[src/mmch_pkg.sv]
// ----------------------------------------------------------------------------
// mmch_pkg: shared types and the arctangent table
// Result word layout, back-end state codes and the CORDIC arctangent table.
// ----------------------------------------------------------------------------
`default_nettype none

package mmch_pkg;

    localparam int OUT_W       = 16;
    localparam int ATAN_ENTRIES = 24;
    localparam int ATAN_W      = 23;
    localparam int DEG_UNIT_BITS = 16;

    typedef struct packed {
        logic [2:0]        flat_axes;
        logic              heading_held;
        logic [OUT_W-1:0]  heading;
        logic [OUT_W-1:0]  norm_z;
        logic [OUT_W-1:0]  norm_y;
        logic [OUT_W-1:0]  norm_x;
    } t_result;

    typedef enum logic [2:0] {
        B_IDLE,
        B_DIV,
        B_HEAD,
        B_CORDIC,
        B_ANGLE,
        B_OUT
    } t_bstate;

    // atan(2^-i) in 2^-16 degree units.
    function automatic logic [ATAN_W-1:0] atan_tab(input logic [4:0] idx);
        logic [ATAN_W-1:0] v;
        unique case (idx)
            5'd0:    v = 23'd2949120;
            5'd1:    v = 23'd1740967;
            5'd2:    v = 23'd919879;
            5'd3:    v = 23'd466945;
            5'd4:    v = 23'd234379;
            5'd5:    v = 23'd117304;
            5'd6:    v = 23'd58666;
            5'd7:    v = 23'd29335;
            5'd8:    v = 23'd14668;
            5'd9:    v = 23'd7334;
            5'd10:   v = 23'd3667;
            5'd11:   v = 23'd1833;
            5'd12:   v = 23'd917;
            5'd13:   v = 23'd458;
            5'd14:   v = 23'd229;
            5'd15:   v = 23'd115;
            5'd16:   v = 23'd57;
            5'd17:   v = 23'd29;
            5'd18:   v = 23'd14;
            5'd19:   v = 23'd7;
            5'd20:   v = 23'd4;
            5'd21:   v = 23'd2;
            5'd22:   v = 23'd1;
            default: v = 23'd0;
        endcase
        return v;
    endfunction

endpackage

`default_nettype wire

[src/magnetometer_minmax_calibrate_heading.sv]
// ----------------------------------------------------------------------------
// magnetometer_minmax_calibrate_heading: min/max calibration and heading
// Learns per-axis extremes, then normalizes samples and computes a heading.
// ----------------------------------------------------------------------------
// Usage:
// Samples enter on the slave stream, one word per three-axis reading. The
// first calibration_samples words after reset only widen the learned minimum
// and maximum of each axis and produce no output. Every later word produces
// one output word on the master stream with the three normalized axes, the
// heading, a held flag and the per-axis flat flags.
// The calibration count is written through i_cfg_we/i_cfg_wdata; the user
// must write it only while the block is idle, as the block does not enforce
// this. Reset sets it to 10000 and clears all learned extremes. An output
// word passes through these steps: it is taken from the queue, each of the
// three bit-serial dividers produces its quotient one bit at a time, the
// quotients are saturated, the CORDIC runs one step per cycle, the angle is
// rounded and the word is offered in the output state. A held heading skips
// the CORDIC and rounding. Words are processed one at a time, so the back
// end takes a new word from the queue only after the receiver has taken the
// last result; a two-word queue lets the input keep accepting while a result
// waits. When the receiver stalls, the result holds in its register, the
// queue fills, and then tready drops.
// Calibration words are always accepted.
// ----------------------------------------------------------------------------
`default_nettype none

module magnetometer_minmax_calibrate_heading #(
    parameter int SAMPLE_BITS         = 16,
    parameter int NORM_FRACTION_BITS  = 14,
    parameter int ANGLE_FRACTION_BITS = 7,
    parameter int CORDIC_STEPS        = 16
) (
    input  wire logic        i_clk,
    input  wire logic        i_rst_n,
    input  wire logic        i_cfg_we,
    input  wire logic [15:0] i_cfg_wdata,
    input  wire logic        i_s_tvalid,
    output logic             o_s_tready,
    // raw_x, raw_y, raw_z from the lowest bit up.
    input  wire logic [47:0] i_s_tdata,
    output logic             o_m_tvalid,
    input  wire logic        i_m_tready,
    // norm_x, norm_y, norm_z, heading from the lowest bit up.
    output logic [63:0]      o_m_tdata,
    // heading_held, flat_axes from the lowest bit up.
    output logic [3:0]       o_m_tuser
);
    import mmch_pkg::*;

    localparam int QW = 9 * SAMPLE_BITS;

    logic          w_push, w_pop, w_full, w_empty;
    logic [QW-1:0] w_push_data, w_q_data;
    t_result       w_res;

    mmch_front #(.SB(SAMPLE_BITS)) u_front (
        .i_clk       (i_clk),
        .i_rst_n     (i_rst_n),
        .i_cfg_we    (i_cfg_we),
        .i_cfg_wdata (i_cfg_wdata),
        .i_valid     (i_s_tvalid),
        .o_ready     (o_s_tready),
        .i_data      (i_s_tdata),
        .i_q_full    (w_full),
        .o_push      (w_push),
        .o_push_data (w_push_data)
    );

    mmch_queue #(.W(QW)) u_queue (
        .i_clk   (i_clk),
        .i_rst_n (i_rst_n),
        .i_push  (w_push),
        .i_data  (w_push_data),
        .i_pop   (w_pop),
        .o_data  (w_q_data),
        .o_full  (w_full),
        .o_empty (w_empty)
    );

    mmch_back #(
        .SB (SAMPLE_BITS),
        .NF (NORM_FRACTION_BITS),
        .AF (ANGLE_FRACTION_BITS),
        .CS (CORDIC_STEPS)
    ) u_back (
        .i_clk     (i_clk),
        .i_rst_n   (i_rst_n),
        .i_q_empty (w_empty),
        .i_q_data  (w_q_data),
        .o_pop     (w_pop),
        .o_valid   (o_m_tvalid),
        .i_ready   (i_m_tready),
        .o_res     (w_res)
    );

    assign o_m_tdata = {w_res.heading, w_res.norm_z, w_res.norm_y, w_res.norm_x};
    assign o_m_tuser = {w_res.flat_axes, w_res.heading_held};

endmodule

`default_nettype wire

[src/mmch_front.sv]
// ----------------------------------------------------------------------------
// mmch_front: sample intake and calibration
// Learns per-axis extremes, then forwards samples with their offset and range.
// ----------------------------------------------------------------------------
`default_nettype none

module mmch_front #(
    parameter int SB = 16
) (
    input  wire logic             i_clk,
    input  wire logic             i_rst_n,
    input  wire logic             i_cfg_we,
    input  wire logic [15:0]      i_cfg_wdata,
    input  wire logic             i_valid,
    output logic                  o_ready,
    input  wire logic [47:0]      i_data,
    input  wire logic             i_q_full,
    output logic                  o_push,
    output logic [9*SB-1:0]       o_push_data
);
    import mmch_pkg::*;

    logic [15:0]   r_cal;
    logic [15:0]   r_seen;
    logic [SB-1:0] r_min [3];
    logic [SB-1:0] r_max [3];
    logic [SB-1:0] w_s   [3];
    logic          w_calibrating;
    logic          w_accept;

    always_comb begin
        logic [SB+15:0] t;
        for (int k = 0; k < 3; k++) begin
            t = {{SB{1'b0}}, i_data[16*k +: 16]};
            w_s[k] = t[SB-1:0];
        end
    end

    assign w_calibrating = (r_seen < r_cal);
    assign o_ready       = w_calibrating || !i_q_full;
    assign w_accept      = i_valid && o_ready;
    assign o_push        = w_accept && !w_calibrating;

    // Per axis: sample, minimum, range, lowest axis first.
    always_comb begin
        for (int k = 0; k < 3; k++) begin
            o_push_data[3*SB*k +: SB]        = w_s[k];
            o_push_data[3*SB*k + SB +: SB]   = r_min[k];
            o_push_data[3*SB*k + 2*SB +: SB] = r_max[k] - r_min[k];
        end
    end

    always_ff @(posedge i_clk) begin
        if (!i_rst_n) begin
            r_cal  <= 16'd10000;
            r_seen <= 16'd0;
            for (int k = 0; k < 3; k++) begin
                r_min[k] <= '0;
                r_max[k] <= '0;
            end
        end else begin
            if (i_cfg_we) begin
                r_cal <= i_cfg_wdata;
            end
            if (w_accept && w_calibrating) begin
                r_seen <= r_seen + 16'd1;
                for (int k = 0; k < 3; k++) begin
                    if (r_seen == 16'd0) begin
                        r_min[k] <= w_s[k];
                        r_max[k] <= w_s[k];
                    end else begin
                        if (w_s[k] > r_max[k]) r_max[k] <= w_s[k];
                        if (w_s[k] < r_min[k]) r_min[k] <= w_s[k];
                    end
                end
            end
        end
    end

endmodule

`default_nettype wire

[src/mmch_queue.sv]
// ----------------------------------------------------------------------------
// mmch_queue: two-entry queue
// Decouples sample intake from the arithmetic back end.
// ----------------------------------------------------------------------------
`default_nettype none

module mmch_queue #(
    parameter int W = 144
) (
    input  wire logic         i_clk,
    input  wire logic         i_rst_n,
    input  wire logic         i_push,
    input  wire logic [W-1:0] i_data,
    input  wire logic         i_pop,
    output logic [W-1:0]      o_data,
    output logic              o_full,
    output logic              o_empty
);
    import mmch_pkg::*;

    logic [W-1:0] r_mem [2];
    logic         r_wptr;
    logic         r_rptr;
    logic [1:0]   r_count;

    assign o_full  = (r_count == 2'd2);
    assign o_empty = (r_count == 2'd0);
    assign o_data  = r_mem[r_rptr];

    always_ff @(posedge i_clk) begin
        if (i_push) begin
            r_mem[r_wptr] <= i_data;
        end
    end

    always_ff @(posedge i_clk) begin
        if (!i_rst_n) begin
            r_wptr  <= 1'b0;
            r_rptr  <= 1'b0;
            r_count <= 2'd0;
        end else begin
            if (i_push) r_wptr <= !r_wptr;
            if (i_pop)  r_rptr <= !r_rptr;
            r_count <= r_count + {1'b0, i_push} - {1'b0, i_pop};
        end
    end

endmodule

`default_nettype wire

[src/mmch_back.sv]
// ----------------------------------------------------------------------------
// mmch_back: normalization and heading
// Three bit-serial dividers, then a vectoring CORDIC, then a result register.
// ----------------------------------------------------------------------------
`default_nettype none

module mmch_back #(
    parameter int SB = 16,
    parameter int NF = 14,
    parameter int AF = 7,
    parameter int CS = 16
) (
    input  wire logic              i_clk,
    input  wire logic              i_rst_n,
    input  wire logic              i_q_empty,
    input  wire logic [9*SB-1:0]   i_q_data,
    output logic                   o_pop,
    output logic                   o_valid,
    input  wire logic              i_ready,
    output mmch_pkg::t_result      o_res
);
    import mmch_pkg::*;

    localparam int D     = SB + NF + 4;
    localparam int RW    = SB + 2;
    localparam int DCW   = $clog2(D + 1);
    localparam int STEPS = (CS > ATAN_ENTRIES) ? ATAN_ENTRIES : CS;
    localparam int SCW   = $clog2(STEPS + 1);
    localparam int CW    = 27;
    localparam int ZW    = 26;
    localparam int AW    = 28;
    localparam int SH    = DEG_UNIT_BITS - AF;
    localparam logic signed [AW-1:0] LIM  = AW'(180 * (1 << AF));
    localparam logic signed [AW-1:0] BASE = AW'(180 * (1 << DEG_UNIT_BITS));

    t_bstate r_state, n_state;

    logic [D-1:0]         r_dvd [3];
    logic [RW-1:0]        r_rem [3];
    logic [SB:0]          r_dvs [3];
    logic                 r_neg [3];
    logic                 r_flat [3];
    logic [DCW-1:0]       r_dcnt;
    logic [SCW-1:0]       r_scnt;
    logic signed [CW-1:0] r_cx, r_cy;
    logic signed [ZW-1:0] r_cz;
    logic signed [AW-1:0] r_base;
    logic [15:0]          r_last;
    t_result              r_res;

    logic [D-1:0]         w_dvd0 [3];
    logic [SB+1:0]        w_mag  [3];
    logic                 w_neg0 [3];
    logic [RW-1:0]        w_rsh  [3];
    logic                 w_ge   [3];
    logic [15:0]          w_norm [3];
    logic                 w_held;
    logic signed [CW-1:0] w_ix, w_iy;
    logic signed [AW-1:0] w_ibase;
    logic [15:0]          w_head;

    assign o_pop   = (r_state == B_IDLE) && !i_q_empty;
    assign o_valid = (r_state == B_OUT);
    assign o_res   = r_res;

    // Division setup: |2(s-lo)-r| * 2^(NF+1) + r over 2r gives the rounded magnitude.
    always_comb begin
        logic [SB-1:0]        s, lo, rg;
        logic signed [SB+2:0] a;
        for (int k = 0; k < 3; k++) begin
            s  = i_q_data[3*SB*k +: SB];
            lo = i_q_data[3*SB*k + SB +: SB];
            rg = i_q_data[3*SB*k + 2*SB +: SB];
            a  = (($signed({3'b0, s}) - $signed({3'b0, lo})) <<< 1) - $signed({3'b0, rg});
            w_neg0[k] = a[SB+2];
            w_mag[k]  = w_neg0[k] ? (SB+2)'(0) - a[SB+1:0] : a[SB+1:0];
            w_dvd0[k] = {w_mag[k], {(NF+1){1'b0}}} + D'(rg);
        end
    end

    always_comb begin
        for (int k = 0; k < 3; k++) begin
            w_rsh[k] = {r_rem[k][RW-2:0], r_dvd[k][D-1]};
            w_ge[k]  = (w_rsh[k] >= RW'(r_dvs[k]));
        end
    end

    // Saturate the quotients and prepare the CORDIC start vector.
    always_comb begin
        for (int k = 0; k < 3; k++) begin
            if (r_flat[k]) begin
                w_norm[k] = 16'd0;
            end else if (!r_neg[k]) begin
                w_norm[k] = (r_dvd[k] > D'(32767)) ? 16'h7fff : r_dvd[k][15:0];
            end else begin
                w_norm[k] = (r_dvd[k] > D'(32768)) ? 16'h8000 : 16'd0 - r_dvd[k][15:0];
            end
        end
        w_held = (w_norm[0] == 16'd0) || (w_norm[0][15] && (w_norm[1] == 16'd0));
        w_ix = $signed({{(CW-24){w_norm[0][15]}}, w_norm[0], 8'd0});
        w_iy = $signed({{(CW-24){w_norm[1][15]}}, w_norm[1], 8'd0});
        w_ibase = '0;
        if (w_norm[0][15]) begin
            w_ibase = ($signed(w_norm[1]) > 0) ? BASE : -BASE;
            w_ix = -w_ix;
            w_iy = -w_iy;
        end
    end

    // Final angle: round to AF fraction bits and clamp to +-180 degrees.
    always_comb begin
        logic signed [AW-1:0] a;
        a = r_base + AW'(r_cz) + AW'(1 << (SH - 1));
        a = a >>> SH;
        if (a > LIM)  a = LIM;
        if (a < -LIM) a = -LIM;
        if (a > AW'(32767))        a = AW'(32767);
        if (a < -AW'(32768))       a = -AW'(32768);
        w_head = a[15:0];
    end

    always_ff @(posedge i_clk) begin
        if (!i_rst_n) begin
            r_state <= B_IDLE;
        end else begin
            r_state <= n_state;
        end
    end

    always_comb begin
        n_state = r_state;
        unique case (r_state)
            B_IDLE:   if (!i_q_empty) n_state = B_DIV;
            B_DIV:    if (r_dcnt == DCW'(1)) n_state = B_HEAD;
            B_HEAD:   n_state = w_held ? B_OUT : B_CORDIC;
            B_CORDIC: if (r_scnt == SCW'(STEPS - 1)) n_state = B_ANGLE;
            B_ANGLE:  n_state = B_OUT;
            B_OUT:    if (i_ready) n_state = B_IDLE;
            default:  n_state = B_IDLE;
        endcase
    end

    always_ff @(posedge i_clk) begin
        logic signed [CW-1:0] dx, dy;
        logic signed [ZW-1:0] t;
        if (!i_rst_n) begin
            r_last <= 16'd0;
        end else begin
            case (r_state)
                B_IDLE: begin
                    for (int k = 0; k < 3; k++) begin
                        r_dvd[k]  <= w_dvd0[k];
                        r_rem[k]  <= '0;
                        r_dvs[k]  <= {i_q_data[3*SB*k + 2*SB +: SB], 1'b0};
                        r_neg[k]  <= w_neg0[k];
                        r_flat[k] <= (i_q_data[3*SB*k + 2*SB +: SB] == '0);
                    end
                    r_dcnt <= DCW'(D);
                end
                B_DIV: begin
                    for (int k = 0; k < 3; k++) begin
                        r_rem[k] <= w_ge[k] ? w_rsh[k] - RW'(r_dvs[k]) : w_rsh[k];
                        r_dvd[k] <= {r_dvd[k][D-2:0], w_ge[k]};
                    end
                    r_dcnt <= r_dcnt - DCW'(1);
                end
                B_HEAD: begin
                    r_res.norm_x       <= w_norm[0];
                    r_res.norm_y       <= w_norm[1];
                    r_res.norm_z       <= w_norm[2];
                    r_res.heading_held <= w_held;
                    r_res.flat_axes    <= {r_flat[2], r_flat[1], r_flat[0]};
                    r_res.heading      <= r_last;
                    r_cx   <= w_ix;
                    r_cy   <= w_iy;
                    r_cz   <= '0;
                    r_base <= w_ibase;
                    r_scnt <= '0;
                end
                B_CORDIC: begin
                    dx = r_cy >>> r_scnt;
                    dy = r_cx >>> r_scnt;
                    t  = $signed({{(ZW-ATAN_W){1'b0}}, atan_tab(5'(r_scnt))});
                    if (!r_cy[CW-1]) begin
                        r_cx <= r_cx + dx;
                        r_cy <= r_cy - dy;
                        r_cz <= r_cz + t;
                    end else begin
                        r_cx <= r_cx - dx;
                        r_cy <= r_cy + dy;
                        r_cz <= r_cz - t;
                    end
                    r_scnt <= r_scnt + SCW'(1);
                end
                // The rounded angle lands in the result before it is offered.
                B_ANGLE: begin
                    r_res.heading <= w_head;
                    r_last        <= w_head;
                end
                default: ;
            endcase
        end
    end

endmodule

`default_nettype wire
[config.mk]
export PLATFORM = sky130hd
export DESIGN_NAME = magnetometer_minmax_calibrate_heading
export DESIGN_NICKNAME = d
export VERILOG_FILES = /design/src/mmch_pkg.sv /design/src/magnetometer_minmax_calibrate_heading.sv /design/src/mmch_front.sv /design/src/mmch_queue.sv /design/src/mmch_back.sv
export SDC_FILE = /design/constraint.sdc
export NUM_CORES = 2
export LEC_CHECK = 0
export ABC_AREA = 1
export BUFFER_PORTS_ARGS = -buffer_cell sky130_fd_sc_hd__buf_4
export CAP_MARGIN = 40
export CORE_MARGIN = 2
export CORE_UTILIZATION = 40
export DETAILED_ROUTE_END_ITERATION = 10
export HOLD_SLACK_MARGIN = 0.03
export PLACE_DENSITY = 0.65
export RECOVER_POWER = 25
export SYNTH_ARGS = -nofsm -noshare
export SYNTH_HDL_FRONTEND = slang
export SYNTH_SLANG_ARGS = --single-unit
[constraint.sdc]
create_clock -name i_clk -period 36.3 [get_ports i_clk]
set_clock_uncertainty 0.2 [all_clocks]
set_input_delay 7.26 -clock i_clk [delete_from_list [all_inputs] [get_ports i_clk]]
set_output_delay 7.26 -clock i_clk [all_outputs]
set_load 0.05 [all_outputs]
# Word-level counts from Yosys, hierarchy flattened
# Memory sizes are Yosys's and may differ from the RTL's. A register that Yosys moved wholly into a read port is not among the register bits.
# Cells that the tools add are included.
totals:
  out_inout_bits: 70
  rom_bits: 704
  register_bits: 242
  word_cells: 250
  n_memories: 9
  ramBits: 594
  inputBits: 69
mem_list:
  columns: ["memory", "words", "word_bits", "read_ports", "rd_ports_with_merged_regs", "write_ports", "line", "text"]
  rows:
  - ["(name not given)", 32, 22, 1, 1, 0, "mmch_pkg.sv:35", "unique case (idx)"]
  - ["u_queue.r_mem", 2, 144, 1, 1, 1, "mmch_queue.sv:21", "logic [W-1:0] r_mem [2];"]
  - ["u_back.r_dvd", 3, 34, 3, 0, 3, "mmch_back.sv:38", "logic [D-1:0] r_dvd [3];"]
  - ["u_back.r_rem", 3, 18, 3, 0, 3, "mmch_back.sv:39", "logic [RW-1:0] r_rem [3];"]
  - ["u_back.r_dvs", 3, 16, 3, 0, 3, "mmch_back.sv:40", "logic [SB:0] r_dvs [3];"]
  - ["u_front.r_max", 3, 16, 3, 0, 3, "mmch_front.sv:26", "logic [SB-1:0] r_max [3];"]
  - ["3 more memories", null, null, null, null, null, null, null]
op_classes:
  shift: 2
  reduce_logical: 28
  magnitude_cmp: 21
  bitwise: 18
  muxes: 105
  addsub: 36
  eq_ne: 12
op_table:
  columns: ["cell", "n"]
  rows:
  - ["$mux W16", 24]
  - ["$mux W18", 9]
  - ["$mux W28", 4]
  - ["$mux W27", 4]
  - ["$pmux W27 S2", 2]
  - ["$add A33 B16 Y34", 3]
  - ["$gt A34 B15 Y1 const B", 3]
  - ["$gt A34 B16 Y1 const B", 3]
  - ["$mux W34", 3]
  - ["$logic_not A16 Y1", 6]
  - ["$lt A16 B16 Y1", 4]
  - ["$sub A19 B17 Y19", 3]
  - ["$lt A28 B16 Y1 const B", 2]
  - ["$add A27 B27 Y27", 2]
  - ["$ge A18 B17 Y1", 3]
  - ["$neg A24 Y27", 2]
  - ["$sshr A27 B5 Y27", 2]
  - ["$sub A1 B18 Y18 const A", 3]
  - ["$sub A18 B17 Y18", 3]
  - ["$sub A27 B27 Y27", 2]
  - ["$pmux W26 S2", 1]
  - ["$sub A16 B16 Y17", 3]
  - ["$gt A16 B16 Y1", 3]
  - ["$sub A1 B16 Y16 const A", 3]
  - ["39 further kinds", 125]

# Logic depth before layout (Yosys ltp)
depth:
  word_depth: 11
  depth_mapped: 39
  depth_no_buf: 36

# By module
# From an unflattened synthesis, not the netlist that was laid out.
hier_totals:
  hier_cells: 7512
  area_unflattened_um2: 60297.8
modules_own_cells:
  columns: ["module", "n_inst", "area_per_inst_um2", "seq_area_each_um2", "cells_per_inst"]
  rows:
  - ["mmch_back", 1, 38921.1, 11901.4, 5718]
  - ["mmch_queue", 1, 10850.4, 8748.4, 481]
  - ["mmch_front", 1, 10526.3, 3523.4, 1313]

# Worst setup path after synthesis
# No wires, ideal clock.
synth_path:
  path_kind: "input to register"
  startpoint: "input port i_rst_n"
  endpoint: "memory u_back.r_dvd[0][0] in the netlist's numbering (enable)"
  setup_slack_ns: 16.851
  t_arrival_ns: 18.372
  required_ns: 35.223
  path_stages: 3
  n_path_buf: 1
  setup_time_ns: 0.877
  path_cell_list: "clkinv_1 -> clkbuf_1 -> o21ai_0"
synth_lines:
  columns: ["element", "line", "text"]
  rows:
  - ["start, declared", "magnetometer_minmax_calibrate_heading.sv:34", "input wire logic i_rst_n,"]
  - ["end, declared", "mmch_back.sv:38", null]

==> results.py <==
metrics = {
    "clock_network": {
        "cts_resized": 0,
        "cts_buffers": 96,
        "postCtsSetupBuffers": 0,
        "cts_hold_buffers": 0,
        "clk-insertion-delay-late_ns": 0.72,
        "clkSinkCount": 831,
        "path_clk_slew_ns": 0.06,
        "cts_root_buffer": "clkbuf_16",
        "cts_buffer_depth": 3,
        "cts_tree": "built",
        "h-tree-depth": 3,
    },
    "logic_synthesis": {
        "ys_seq_area_frac": 0.4126,
        "synth_cells": 7350,
        "synth_cell_types": 76,
        "synth_nets": 7847,
        "syn_area_mm2": 0.05859,
        "syn_avg_cell_area_um2": 7.971,
        "synthArstFlopShare": 0,
        "synth_edf_count": 753,
        "synth-seq-cells": 831,
        "synth_ff_type": "edfxtp_1",
        "synth_warnings": 0,
    },
    "critical_path": {
        "worstSetupStartpointType": "input port",
        "critPathKind": "input port to register",
        "crit_fanout": 47,
        "required_ns": 36.69,
        "critPathCaptureType": "register",
        "arrival_ns": 10.84,
    },
    "timing": {
        "grt_setup_unrepaired": "no",
        "timing.final.crit_period_ns": 10.45,
        "relSlewSlack": -1.274,
        "setup_slack_ns": 25.85,
        "post-route-period-util": 0.2879,
        "report.final.slew_viol_count": 382,
        "setup_viol": 0,
        "fmax_ghz": 0.09570,
        "hold_viol": 0,
        "hold_slack_ns": 0.2535,
        "setup-tns-final_ns": 0,
        "tightest_slew_ns": 3.411,
    },
    "floorplan": {
        "row_count": 140,
        "initial_core_util": 0.4025,
        "io_pins": 139,
        "dieWidth_um": 386.7,
        "die_h_um": 386.7,
        "die-area_mm2": 0.1495,
        "core-area_mm2": 0.1456,
    },
    "final_layout": {
        "drive_above_1_share": 0.07387,
        "multiInputGateArea_mm2": 0.02991,
        "synthToLayoutAreaGrowth_pct": 10.79,
        "diodes": 0,
        "final_common_cell": "nand2_1",
        "n_fill_cell": 14380,
        "num-nets-final": 7970,
        "fin_cells": 9471,
        "final_cell_area_mm2": 0.06491,
        "layout_common_cells": "1901 x nand2_1, 919 x inv_1, 753 x edfxtp_1, 548 x nor2_1, 542 x a21oi_1",
        "ff_latch_area_mm2": 0.02417,
        "finalCoreUtilization": 0.4459,
    },
    "global_route": {
        "grt_max_degree": 89,
        "grt_pass1_vias": 46470,
        "overflow": 0,
        "grt_use_total": 0.1989,
        "grt_pass1_wl_um": 244800,
        "antenna_found_initial": 2,
    },
    "worst_hold_path": {
        "hold_path_class": "register to register",
    },
    "placement": {
        "placed_cell_area_mm2": 0.06190,
        "dp_cells": 9291,
        "place_worst_setup_slack_ns": 25.15,
        "gp_congestion": 0.9299,
        "portBuffers": 138,
        "place_hpwl_um": 115100,
    },
    "detailed_routing": {
        "drc": 0,
        "vias": 49270,
        "ant_nets": 0,
        "drtPass1Iterations": 7,
        "initialDrtViolationCount": 3534,
        "drt-total-wl_um": 152500,
        "post_drt_wl_per_cell_um": 16.10,
        "via_per_inst": 5.202,
    },
    "pwr": {
        "total_power_mw": 5.244,
        "powerDensity_mw_per_mm2": 80.80,
        "peakVddDrop_mv": 0.04014,
        "p_leak_nw": 28.78,
    },
    "status": {
        "violations": "max-capacitance violations, max-slew violations",
        "status": "finished with violations",
    },
    "flow_run": {
        "cap_violations": 8,
    },
}
==> metal layers <==
layer,wire length (um),track usage,vias up
li1,-,-,25010
met5,0,0,-
met4,2665,0.04734,0
met3,7098,0.02497,179
met2,70920,0.3308,1090
met1,71780,0.2749,22990
==> worst paths after layout <==
check	startpoint	endpoint	slack (ns)	depth (start not counted)
setup reg to reg	register	u_back.r_dvd[0][29]	25.95	35
hold reg to reg	u_queue.r_rptr	u_queue.r_rptr	0.25	1
hold / removal	u_queue.r_rptr	u_queue.r_rptr	0.25	1
setup / recovery	i_rst_n	register	25.85	11
==> worst max-delay path: stages <==
cell      delay, ns
buf_4          0.31
clkinv_1       0.15
buf_4          0.29
nor3_4         0.16
buf_4          0.56
inv_1          0.19
o21ai_1        0.74
inv_1          0.46
o21ai_0        0.33
o21bai_1       0.20
a21oi_1        0.11
==> cells in the mapped netlist (73+ instances only) <==
| master | instances | area [um2] |
|---|---|---|
| nor3_1 | 79 | 395.4 |
| a21oi_1 | 543 | 2718 |
| inv_1 | 919 | 3450 |
| edfxtp_1 | 753 | 22610 |
| nand3_1 | 414 | 2072 |
| o21ai_1 | 73 | 365.4 |
| nor2_1 | 552 | 2072 |
| nand2_1 | 1895 | 7113 |
| o21ai_0 | 445 | 2227 |
| xor2_1 | 190 | 1664 |
| xnor2_1 | 84 | 735.7 |
| ha_1 | 413 | 5167 |
| dfxtp_1 | 78 | 1562 |
| clkbuf_1 | 110 | 412.9 |
| nand4_1 | 127 | 794.5 |
==> power breakdown <==
| part | internal, mW | switching (mW) | leakage (nW) |
|---|---|---|---|
| sequential | 1.30 | 0.102 | 7.77 |
| combinational | 0.944 | 1.92 | 19.5 |
| clock | 0.564 | 0.418 | 1.53 |
==> sequential cells by signal, summed over array words and instances (netlist names), 26 cells and up, named ones only <==
signal,count
u_back.r_dvs,48
u_front.r_min,48
u_back.r_cy,27
u_back.r_cx,27
u_back.r_rem,51
u_back.r_dvd,102
u_queue.r_mem,288
u_back.r_cz,26
u_back.o_res,68
u_front.r_max,48
==> kinds of logic after synthesis <==
logic type,after synthesis,synth area share
AND/OR/NAND/NOR,3318,0.2444
AO/OA/AOI/OAI,1304,0.1231
adder cells (fa/ha/maj),428,0.09333
multiplexers,50,0.008542
flip-flops,831,0.4126
XOR/XNOR,276,0.04152
buffers and inverters,1143,0.07654
==> layout make-up <==
| cell class | instances | area share |
|---|---|---|
| tap | 1917 | 0.03695 |
| sequential | 831 | 0.3724 |
| inverter | 952 | 0.05505 |
| timing repair buffer | 216 | 0.02554 |
| clock buffer | 113 | 0.03799 |
| clock inverter | 66 | 0.01118 |
| multi-input combinational | 5376 | 0.4608 |
Power figures use the tool's default switching activity.
